==> config.mk <==
export PLATFORM = sky130hd
export DESIGN_NAME = ring_allreduce_step_tracker_top
export DESIGN_NICKNAME = d
export VERILOG_FILES = /design/src/rtl/core/rast_pkg.sv /design/src/rtl/core/rast_step_core.sv /design/src/rtl/core/ring_allreduce_step_tracker_top.sv
export SDC_FILE = /design/constraint.sdc
export NUM_CORES = 2
export LEC_CHECK = 0
export BUFFER_PORTS_ARGS = -buffer_cell sky130_fd_sc_hd__buf_2
export CORE_MARGIN = 8
export CORE_UTILIZATION = 35
export DETAILED_ROUTE_END_ITERATION = 12
export SLEW_MARGIN = 10
export SYNTH_ARGS = -nofsm -noshare
export SYNTH_HDL_FRONTEND = slang
export SYNTH_SLANG_ARGS = --single-unit
==> constraint.sdc <==
create_clock -name clk -period 11.65 [get_ports clk]
set_clock_uncertainty 0.2 [all_clocks]
set_input_delay 0.5825 -clock clk [delete_from_list [all_inputs] [get_ports clk]]
set_output_delay 0.5825 -clock clk [all_outputs]
set_load 0.02 [all_outputs]
==> src/rtl/core/rast_pkg.sv <==
package rast_pkg;

	localparam int MAX_RANKS = 16;
	localparam int RANK_W    = 4;
	localparam int CNT_W     = 5;
	localparam int STEP_W    = 5;
	localparam int BYTE_W    = 32;
	localparam int FLOW_W    = 16;
	localparam int CFG_IDX_W = 2;
	localparam int CFG_DAT_W = 32;

	localparam logic [1:0] KIND_DATA = 2'd0;
	localparam logic [1:0] KIND_LOSS = 2'd1;

	localparam logic EV_SEND = 1'b0;
	localparam logic EV_DONE = 1'b1;

	localparam logic PHASE_RS = 1'b0;
	localparam logic PHASE_AG = 1'b1;

	localparam logic [CFG_IDX_W-1:0] CFG_RANK_COUNT    = 2'd0;
	localparam logic [CFG_IDX_W-1:0] CFG_SEGMENT_BYTES = 2'd1;
	localparam logic [CFG_IDX_W-1:0] CFG_FLOW_BASE     = 2'd2;
	localparam logic [CFG_IDX_W-1:0] CFG_STEP_DELAY    = 2'd3;

	typedef struct packed {
		logic [1:0]        packet_kind;
		logic [RANK_W-1:0] dest_rank;
		logic [BYTE_W-1:0] effective_bytes;
		logic [BYTE_W-1:0] wire_bytes;
	} item_t;

	typedef struct packed {
		logic [CNT_W-1:0]  rank_count;
		logic [BYTE_W-1:0] segment_bytes;
		logic [FLOW_W-1:0] flow_base;
		logic [BYTE_W-1:0] step_delay_ns;
	} cfg_t;

	typedef struct packed {
		logic              valid;
		logic              event_kind;
		logic [RANK_W-1:0] sender_rank;
		logic [RANK_W-1:0] target_rank;
		logic [FLOW_W-1:0] flow_id;
		logic              phase;
		logic [BYTE_W-1:0] delay_before_send;
		logic              all_done;
		logic [BYTE_W-1:0] lost_packets;
	} res_t;

endpackage

==> src/rtl/core/rast_step_core.sv <==
module rast_step_core (
	input  logic            clk,
	input  logic            arst_n,
	input  logic            en,
	input  rast_pkg::item_t item,
	input  rast_pkg::cfg_t  cfg,
	output rast_pkg::res_t  res
);

	logic [rast_pkg::STEP_W-1:0] rank_step_q [rast_pkg::MAX_RANKS];
	logic [rast_pkg::BYTE_W-1:0] rank_bytes_q [rast_pkg::MAX_RANKS];
	logic [rast_pkg::CNT_W-1:0]  ranks_done_q;
	logic [rast_pkg::BYTE_W-1:0] loss_count_q;

	logic [rast_pkg::CNT_W-1:0]  n;
	logic [rast_pkg::CNT_W-1:0]  n_m1;
	logic [rast_pkg::STEP_W-1:0] total;
	logic [rast_pkg::STEP_W-1:0] cur_step;
	logic [rast_pkg::STEP_W-1:0] next_step;
	logic [rast_pkg::BYTE_W-1:0] eff_sel;
	logic [rast_pkg::BYTE_W:0]   sum;
	logic                        active;
	logic                        is_data;
	logic                        is_loss;
	logic                        complete;
	logic                        finish;
	logic                        done_inc;
	logic [rast_pkg::CNT_W-1:0]  done_next;
	logic [rast_pkg::CNT_W-1:0]  rank_p1;

	always_comb begin
		if (cfg.rank_count == '0) begin
			n = rast_pkg::CNT_W'(1);
		end else if (cfg.rank_count > rast_pkg::CNT_W'(rast_pkg::MAX_RANKS)) begin
			n = rast_pkg::CNT_W'(rast_pkg::MAX_RANKS);
		end else begin
			n = cfg.rank_count;
		end
	end

	assign n_m1      = n - rast_pkg::CNT_W'(1);
	assign total     = {n_m1[rast_pkg::STEP_W-2:0], 1'b0};
	assign cur_step  = rank_step_q[item.dest_rank];
	assign next_step = cur_step + rast_pkg::STEP_W'(1);
	assign active    = ({1'b0, item.dest_rank} < n) && (cur_step < total);
	assign is_data   = (item.packet_kind == rast_pkg::KIND_DATA);
	assign is_loss   = (item.packet_kind == rast_pkg::KIND_LOSS);

	// zero effective size falls back to the wire size
	assign eff_sel  = (item.effective_bytes == '0) ? item.wire_bytes : item.effective_bytes;
	assign sum      = {1'b0, rank_bytes_q[item.dest_rank]} + {1'b0, eff_sel};
	assign complete = (sum >= {1'b0, cfg.segment_bytes});
	assign finish   = (next_step >= total);

	assign done_inc  = finish && (ranks_done_q < rast_pkg::CNT_W'(rast_pkg::MAX_RANKS));
	assign done_next = ranks_done_q + {{(rast_pkg::CNT_W-1){1'b0}}, done_inc};
	assign rank_p1   = {1'b0, item.dest_rank} + rast_pkg::CNT_W'(1);

	always_comb begin
		res                   = '0;
		res.valid             = en && active && is_data && complete;
		res.sender_rank       = item.dest_rank;
		res.lost_packets      = loss_count_q;
		if (finish) begin
			res.event_kind = rast_pkg::EV_DONE;
			res.all_done   = (done_next >= n);
		end else begin
			res.event_kind        = rast_pkg::EV_SEND;
			res.all_done          = (ranks_done_q >= n);
			res.flow_id           = cfg.flow_base + rast_pkg::FLOW_W'(next_step);
			res.delay_before_send = cfg.step_delay_ns;
			if ({1'b0, next_step} < {1'b0, n_m1}) begin
				// reduce-scatter: clockwise neighbour
				res.phase       = rast_pkg::PHASE_RS;
				res.target_rank = (rank_p1 == n) ? '0 : rank_p1[rast_pkg::RANK_W-1:0];
			end else begin
				// allgather: counterclockwise neighbour
				res.phase       = rast_pkg::PHASE_AG;
				res.target_rank = (item.dest_rank == '0) ? n_m1[rast_pkg::RANK_W-1:0]
				                                         : item.dest_rank - 1'b1;
			end
		end
	end

	always_ff @(posedge clk or negedge arst_n) begin
		if (!arst_n) begin
			for (int i = 0; i < rast_pkg::MAX_RANKS; i++) begin
				rank_step_q[i]  <= '0;
				rank_bytes_q[i] <= '0;
			end
			ranks_done_q <= '0;
			loss_count_q <= '0;
		end else if (en && active) begin
			if (is_loss) begin
				if (loss_count_q != '1) begin
					loss_count_q <= loss_count_q + 1'b1;
				end
			end else if (is_data) begin
				if (complete) begin
					rank_bytes_q[item.dest_rank] <= '0;
					rank_step_q[item.dest_rank]  <= next_step;
					ranks_done_q                 <= done_next;
				end else begin
					rank_bytes_q[item.dest_rank] <= sum[rast_pkg::BYTE_W-1:0];
				end
			end
		end
	end

`ifndef SYNTHESIS
	a_done_bound: assert property (@(posedge clk) disable iff (!arst_n)
		ranks_done_q <= rast_pkg::CNT_W'(rast_pkg::MAX_RANKS))
		else $error("ranks done counter past ring maximum");

	a_loss_mono: assert property (@(posedge clk) disable iff (!arst_n)
		loss_count_q >= $past(loss_count_q))
		else $error("loss counter went backward");

	a_done_mono: assert property (@(posedge clk) disable iff (!arst_n)
		ranks_done_q >= $past(ranks_done_q))
		else $error("ranks done counter went backward");

	a_res_en: assert property (@(posedge clk) disable iff (!arst_n)
		res.valid |-> (en && is_data))
		else $error("result without an enabled data word");
`endif

endmodule

==> src/rtl/core/ring_allreduce_step_tracker_top.sv <==
// Ring allreduce step tracker. Each accepted s_ word is one delivered-packet event
// (s_tuser = packet kind); the block sustains one word per cycle while m_ is not stalled, and a
// result, when the event completes a segment, is presented on m_ after passing through
// the input register, then the per-rank read-modify-write of step and byte count feeds
// the result register. Stalls on m_ hold the input register once the result register is
// full. Configuration writes are taken every cycle (cfg_ready is always high) and are meant
// to land only while the block is idle. Per-rank state clears at reset.
module ring_allreduce_step_tracker_top (
	input  logic        clk,
	input  logic        arst_n,

	input  logic        s_tvalid,
	output logic        s_tready,
	input  logic [71:0] s_tdata,   // dest_rank[3:0], effective_bytes[35:4], wire_bytes[67:36]
	input  logic [1:0]  s_tuser,   // packet_kind[1:0]

	output logic        m_tvalid,
	input  logic        m_tready,
	output logic [95:0] m_tdata,   // sender_rank[3:0], target_rank[7:4], flow_id[23:8],
	                               // phase[24], delay_before_send[56:25], all_done[57],
	                               // lost_packets[89:58]
	output logic [0:0]  m_tuser,   // event_kind[0]

	input  logic        cfg_valid,
	output logic        cfg_ready,
	input  logic [1:0]  cfg_index,
	input  logic [31:0] cfg_data
);

	rast_pkg::cfg_t  cfg_q;
	rast_pkg::item_t item_s1;
	logic            valid_s1;
	rast_pkg::res_t  res;
	rast_pkg::res_t  res_s2;
	logic            valid_s2;
	logic            advance;

	assign cfg_ready = 1'b1;

	always_ff @(posedge clk or negedge arst_n) begin
		if (!arst_n) begin
			cfg_q.rank_count    <= rast_pkg::CNT_W'(1);
			cfg_q.segment_bytes <= rast_pkg::BYTE_W'(1);
			cfg_q.flow_base     <= rast_pkg::FLOW_W'(1);
			cfg_q.step_delay_ns <= '0;
		end else if (cfg_valid && cfg_ready) begin
			case (cfg_index)
				rast_pkg::CFG_RANK_COUNT:    cfg_q.rank_count <= cfg_data[rast_pkg::CNT_W-1:0];
				rast_pkg::CFG_SEGMENT_BYTES: cfg_q.segment_bytes <= cfg_data;
				rast_pkg::CFG_FLOW_BASE:     cfg_q.flow_base <= cfg_data[rast_pkg::FLOW_W-1:0];
				rast_pkg::CFG_STEP_DELAY:    cfg_q.step_delay_ns <= cfg_data;
				default: begin
				end
			endcase
		end
	end

	// stage 1 moves on only when the result register can take its outcome
	assign advance  = valid_s1 && (!valid_s2 || m_tready);
	assign s_tready = !valid_s1 || advance;

	always_ff @(posedge clk or negedge arst_n) begin
		if (!arst_n) begin
			valid_s1 <= 1'b0;
		end else if (s_tready) begin
			valid_s1 <= s_tvalid;
		end
	end

	always_ff @(posedge clk) begin
		if (s_tvalid && s_tready) begin
			item_s1.packet_kind     <= s_tuser;
			item_s1.dest_rank       <= s_tdata[3:0];
			item_s1.effective_bytes <= s_tdata[35:4];
			item_s1.wire_bytes      <= s_tdata[67:36];
		end
	end

	rast_step_core u_core (
		.clk    (clk),
		.arst_n (arst_n),
		.en     (advance),
		.item   (item_s1),
		.cfg    (cfg_q),
		.res    (res)
	);

	always_ff @(posedge clk or negedge arst_n) begin
		if (!arst_n) begin
			valid_s2 <= 1'b0;
		end else if (advance) begin
			valid_s2 <= res.valid;
		end else if (m_tready) begin
			valid_s2 <= 1'b0;
		end
	end

	always_ff @(posedge clk) begin
		if (advance && res.valid) begin
			res_s2 <= res;
		end
	end

	assign m_tvalid = valid_s2;
	assign m_tuser  = res_s2.event_kind;
	assign m_tdata  = {6'd0, res_s2.lost_packets, res_s2.all_done, res_s2.delay_before_send,
	                   res_s2.phase, res_s2.flow_id, res_s2.target_rank, res_s2.sender_rank};

endmodule

Word level (Yosys, flattened, before mapping)
Index checks and enable logic that the tools add are counted.

Add/subtract/negate cells: 8. Multipliers: 0. Div/mod/pow operators: 0. Magnitude comparators: 11. Equality and inequality tests: 6. Shift-type cells: 0. Muxes and demuxes: 24. Bitwise gates (word level): 4. Reductions and logical operators: 26.

Operators by type and width (count): 512-bit AND (1); 512-bit bitwise mux (1); 512-bit 2-to-1 mux (1); 512-bit NOT (1); 32-bit binary-select mux with 4-bit select (1); 32-bit demux with 4-bit select (1); 32-bit 2-to-1 mux (4); 80-bit bitwise mux (1); 32-bit by 32-bit adder with 33-bit output (1); 33-bit by 32-bit >= comparator with 1-bit output (1); 32-bit by 1-bit adder with 32-bit output, second input constant (1); 32-bit logical NOT (1); 32-bit != test, second input constant (1); 5-bit 2-to-1 mux (5); 5-bit binary-select mux with 4-bit select (1); 5-bit demux with 4-bit select (1); 16-bit by 5-bit adder with 16-bit output (1); 5-bit >= comparator (3); 4-bit 2-to-1 mux (3); 5-bit less-than comparator (2); 1-bit logical AND (9); 2-bit AND reduction (4); 3-bit AND reduction (2); 4-bit by 1-bit adder with 5-bit output, second input constant (1); other kinds (22) (31).

Register bits: 877. Latch bits: 0. Bits in writable memories: 0. Memory bits (read-only): 0. Output and inout port bits: 100. Word-level logic and storage cells: 131. Memories: 0.

Longest topological paths before layout
Word-level depth: 10. Depth in mapped cells: 32.

Hierarchy
Synthesis repeated with hierarchy kept, for this count alone.

Cells, all modules: 3219. Area total of the unflattened synthesis: 40531.4 µm².

By module, submodules not included: rast_step_core (instances 1, cells each 2858, area an instance 32019.5 µm²); ring_allreduce_step_tracker_top (instances 1, cells each 361, area an instance 8511.9 µm²).

Least setup slack after synthesis
No wires, ideal clock.

Path kind: reg-to-reg. Start point: register item_s1[64] (netlist bit). End point: register u_core.ranks_done_q[1] (netlist bit). Library setup time: 0.083 ns. Arrival time: 11.497 ns. Setup slack: -0.130 ns. Stages on the path, launching flop included: 31. Path buffers: 9. Cell sequence: edfxtp_1 -> buf_2 -> buf_4 -> buf_2 -> clkbuf_1 -> buf_1 -> mux4_2 -> mux4_2 -> ha_1 -> fa_1 -> a21o_1 -> nand4_1 -> a211oi_2 -> nor3_2 -> a21o_1 -> a31oi_1 -> xnor2_1 -> clkbuf_1 -> inv_1 -> ha_1 -> nand4_1 -> and4bb_2 -> a211oi_1 -> a31oi_1 -> o31ai_1 -> and4bb_1 -> buf_4 -> buf_4 -> buf_6 -> a211oi_2 -> mux2_2.

Word-level cells in the longest chain between the ends: 8. Elaborated cells between the ends (all ways): 18. Those cells by class: add/sub: 3; order compare: 4; mux: 6; bitwise: 1; reduce/logical: 4.

RTL lines: start: declaration (line ring_allreduce_step_tracker_top.sv:31) `rast_pkg::item_t item_s1;`; branches (longest 8 deep; another with 32-bit by 32-bit adder with 33-bit output); end signal: assignment (line rast_step_core.sv:102) `ranks_done_q <= done_next;`; end: declaration (line rast_step_core.sv:12) `logic [rast_pkg::CNT_W-1:0] ranks_done_q;`.

Parallel ways; which one is timed is not known. The select of a mux whose other input is x is not followed. A chain may end at the register's enable or synchronous reset.

Worst setup path after layout
Start point: register item_s1[64] (netlist bit). End point: register res_s2 (netlist bit m_tdata[45]) (enable).

Word-level cells in the longest chain between the ends: 10. Elaborated cells between the ends (all ways): 16. Those cells by class: add/sub: 1; order compare: 3; mux: 6; bitwise: 1; reduce/logical: 5.

RTL lines: branches (longest 8 deep; another with 32-bit by 32-bit adder with 33-bit output); 1-bit logical AND * (line rast_step_core.sv:61) `res.valid = en && active && is_data && complete;`; 1-bit logical AND * (line ring_allreduce_step_tracker_top.sv:99) `if (advance && res.valid) begin`; end signal: assignment (line ring_allreduce_step_tracker_top.sv:100) `res_s2 <= res;`; end: declaration (line ring_allreduce_step_tracker_top.sv:34) `rast_pkg::res_t res_s2;`.

Mark *: on every way between the ends. The select of a mux whose other input is x is not followed.

==> impl.org <==
** Placed design
- Number of instances in the placed design :: 4926
- Final weighted congestion in routability-driven placement :: 0.8532
- In this run the tool buffered the top-level ports with 201 buffer cells.
- The wire-length estimate of the detail-placed layout is 67830 um.

** Clock tree
- Deepest level of the CTS H-tree :: 3
- CTS tree :: built
- The clock passes through at most 3 buffers.
- After clock tree synthesis, the clock-pin slew on the worst setup and hold paths is 60 ps.
- After clock tree synthesis, the flow added hold-fix buffers numbering 98.
- Post-CTS repair changed the size of 0 cells.
- Once the clock tree was built, the setup fixing pass inserted 0 buffers.
- CTS placed an instance of sky130_fd_sc_hd__clkbuf_16 at the clock tree root.
- TritonCTS sink count :: 877
- In this run, CTS created clock tree buffers numbering 88.
- Later-pin clock latency in the skew report :: 680 ps

** Timing
- Minimum hold slack :: 34.97 ps
- Dividing the final minimum period by the clock period gives 75.02%.
- Hold violation count in the final report :: 0
- Count of final setup violators :: 0
- Counting I/O delays and the setup requirement, the final critical path takes 8739 ps.
- Adding up every negative setup slack in the final design gives 0 ps.
- Setup repair after global routing left no endpoint under its margin.
- Fin. max-slew vios :: 0
- Remaining max-slew budget at the tightest pin :: 28.40%
- For the pin with the worst max-slew slack, the measured transition is 1072 ps.
- Highest clock frequency the design can meet :: 0.1144 GHz

** Synth
- FFs w/ async S/R, synth :: 81.64%
- Yosys warning total :: 0
- sky130_fd_sc_hd__dfrtp_1 takes more of the synthesized area than any other cell.
- Post-synth cell types :: 71
- After synthesis, flip-flops and latches occupy 56.11% of the total area.
- Yosys mapped a number of flops with a built-in enable equal to 161.
- After synthesis, the mean cell area works out to 11.93 sq um.
- Ys flop type :: sky130_fd_sc_hd__dfrtp_1
- In the synthesized netlist, the cells that appear most often are 713 x sky130_fd_sc_hd__dfrtp_1, 568 x sky130_fd_sc_hd__nand2_1, 503 x sky130_fd_sc_hd__o21ai_0.
- By area the synthesized netlist is led by sky130_fd_sc_hd__dfrtp_1 44%, sky130_fd_sc_hd__edfxtp_1 12%, sky130_fd_sc_hd__mux4_2 10%, sky130_fd_sc_hd__o21ai_0 6.2%, sky130_fd_sc_hd__nand2_1 5.3%.
- The synthesized design contains 877 register bits.
- Proportion of netlist area held by the largest area contributor :: 43.99%
- Number of instances in the synthesized netlist :: 3401
- Area of the mapped netlist :: 0.04056 sq mm
- Cell with the most instances after synthesis :: sky130_fd_sc_hd__dfrtp_1

** Pwr
- For this design the static power due to leakage is 20.41 nW.
- Pwr Density :: 216.1 mW/mm^2
- Across the VDD grid, the largest voltage drop is 0.0001533 V.

** Critical path
- Startpoint type of the worst setup path :: flop
- Max stage delay on crit path :: 750 ps
- The critical path is of the flop to flop type.
- The slowest stage of the critical path is the sky130_fd_sc_hd__edfxtp_1 cell.
- The cell family contributing the most delay on the critical path is buffers and inverters.
- Data on the critical path arrives at its endpoint at 8830 ps.
- Setup slack on the worst reg-to-reg path comes out at 2910 ps.
- In this run the critical register-to-register path is launched from item_s1[64].
- At the worst endpoint, the required time is 11740 ps.
- The worst setup path is captured at a flop.
- Counting stages on the worst path, the most repeated cell is sky130_fd_sc_hd__buf_4.
- Counting both buffers and inverters, the worst setup path holds a total of 5.
- Number of cells on the worst reg-to-reg path :: 23
- In this run the worst path has a maximum fanout of 50.
- End of the worst register-to-register path :: m_tdata[45]
- The critical path goes through buf_12 > mux4_2 > mux4_2 > ha_1 > fa_1 > a21o_1 > nand4_1 > a211oi_2 > nor3_2 > a21o_1 > a31oi_1 > xnor2_1 > buf_4 > inv_1 > ha_1 > nand4_1 > and4bb_2 > a211oi_1 > nor3b_1 > and4bb_4 > a211oi_4 > buf_4 > buf_4.
- The critical path runs through a total of 23 cells.

** Drt
- Detailed routing placed a total of 51270 um of wire on met2.
- Number of vias in the routed layout :: 27100
- Final WL :: 107900 um
- The count of nets left with antenna violations once routing finished came out at 0.
- First-pass iteration count of the detailed router :: 5
- After detailed routing, the wire length on met1 is 46710 um.
- Dividing the detail-routed wire length by the instance count gives 20.79 um.
- Count of routing violations after the opening detailed-route iteration :: 1812
- Routed signal wires occupy layers up through met4.
- Detailed routing placed a total of 6239 um of wire on met3.
- Ratio of routed vias to standard cells :: 5.223
- Residual DRC count :: 0

** Layout
- Area Overhead vs Synth :: 15.73%
- Final standard cell utilization of the core :: 40.61%
- Final cell count without fillers :: 5189
- At the end of the flow, the number of nets in the layout was 3809.
- Fraction of final layout cells sized beyond drive strength 1 :: 21.53%

** Run
- Max-cap violations in this run came to 0.

** Die
- Floorplan die area :: 0.1270 sq mm
- After floorplanning, the core was divided into 125 placement rows.
- Floorplan die height :: 356.4 um
- Starting density of the core :: 35.09%
- Floorplan core area :: 0.1156 sq mm
- The floorplan step set the die width to 356.4 um.
- In this run the count of I/O pins placed on the die edge is 213.

** GRT
- The number of global-route vias before repair is 27240.
- Remaining global-route overflow :: 0
- Global-route usage over all layers :: 16.82%
- Largest net degree at the start of global routing :: 167
- The initial antenna violation count was 1.
- The first global-routing pass estimated 167300 um of wire.

** Worst hold path
- Class of the most critical hold timing path :: input pin to flop
- Worst Hold Launch :: cfg_data[15]
- The worst hold path passes through 2 cells.
- Worst Hold End :: cfg_q[47]

** Outcome
- The flow ran to the end, and the final reports show no timing, DRC or antenna violations.
## worst max-delay path by stage
stage	startpoint	end	slack [ps]
after CTS	item_s1[64]	m_tdata[45]	2910
after global placement	item_s1[64]	m_tdata[44]	2990
after detailed placement	item_s1[64]	m_tdata[44]	2960
after floorplan	item_s1[64]	u_core.ranks_done_q[1]	1380
final	item_s1[64]	m_tdata[45]	2910
after global routing	item_s1[64]	m_tdata[45]	2520
## sequential cells by signal, indices dropped and copies added (netlist names), 5 cells and up
name / cells
u_core.rank_bytes_q: 512
m_tdata: 90
cfg_q: 85
u_core.rank_step_q: 80
item_s1: 70
u_core.loss_count_q: 32
u_core.ranks_done_q: 5
## per-stage QoR
| stage | setup slack, ps | instance area (sq um) | total power [W] |
|---|---|---|---|
| 5_1_grt | 2521 | 46940 | 0.01074 |
| 2_1_floorplan | 1378 | 40590 | 0.006296 |
| 3_3_place_gp | 2993 | 42940 | 0.007124 |
| 6_report | 2911 | 46940 | 0.01014 |
| 4_1_cts | 2913 | 46940 | 0.01021 |
| 3_5_place_dp | 2958 | 42940 | 0.007203 |
## placed cells by master (no fill, tap or decap), types with 18 or more instances in the layout
cell and instances:
sky130_fd_sc_hd__a21o_1 53, sky130_fd_sc_hd__a21oi_1 53, sky130_fd_sc_hd__and3_1 48, sky130_fd_sc_hd__buf_2 200, sky130_fd_sc_hd__buf_4 49, sky130_fd_sc_hd__clkbuf_1 25
sky130_fd_sc_hd__clkbuf_16 88, sky130_fd_sc_hd__dfrtp_1 713, sky130_fd_sc_hd__dlygate4sd3_1 98, sky130_fd_sc_hd__edfxtp_1 161, sky130_fd_sc_hd__ha_1 104, sky130_fd_sc_hd__inv_1 61
sky130_fd_sc_hd__mux2_2 165, sky130_fd_sc_hd__mux4_2 183, sky130_fd_sc_hd__nand2_1 568, sky130_fd_sc_hd__nand3_1 70, sky130_fd_sc_hd__nand4_1 35, sky130_fd_sc_hd__nor2_1 62
sky130_fd_sc_hd__nor3_1 31, sky130_fd_sc_hd__nor4_1 18, sky130_fd_sc_hd__o21ai_0 503, sky130_fd_sc_hd__o31ai_1 39, sky130_fd_sc_hd__xnor2_1 42, sky130_fd_sc_hd__xor2_1 42
## routing by layer
layer  GRT usage (%)  vias up
met1           22.55    13600
li1                -    12610
met2           27.47      726
met4           6.248        0
met3           2.788      170
met5               0        -
## power breakdown
| group | leakage (nW) | switching, W | internal [W] |
|---|---|---|---|
| clock | 1.46 | 0.00125 | 0.00171 |
| sequential | 11.1 | 0.000368 | 0.00388 |
| combinational | 7.84 | 0.00187 | 0.00105 |
| total | 20.4 | 0.00349 | 0.00665 |
## kinds of logic after synthesis
kind of cell             after synthesis  share of synthesized area [%]
AND/OR/NAND/NOR                      912                          10.00
multiplexers                         358                          15.00
XOR/XNOR                              84                          1.814
adder cells (fa/ha/maj)              106                          3.307
AO/OA/AOI/OAI                        739                          10.45
other                                  2                        0.01852
buffers and inverters                323                          3.298
flip-flops                           877                          56.11
## final cells by class
type | instances | area [sq um]
fill | 10920 | 68640
sequential | 877 | 22760
multi-input combinational | 2206 | 16540
timing repair buffer | 354 | 2485
clock buffer | 122 | 2420
tap | 1524 | 1907
clock inverter | 42 | 593.1
inverter | 63 | 236.5
antenna | 1 | 2.502
No activity file was read; power rests on OpenSTA's default activity.
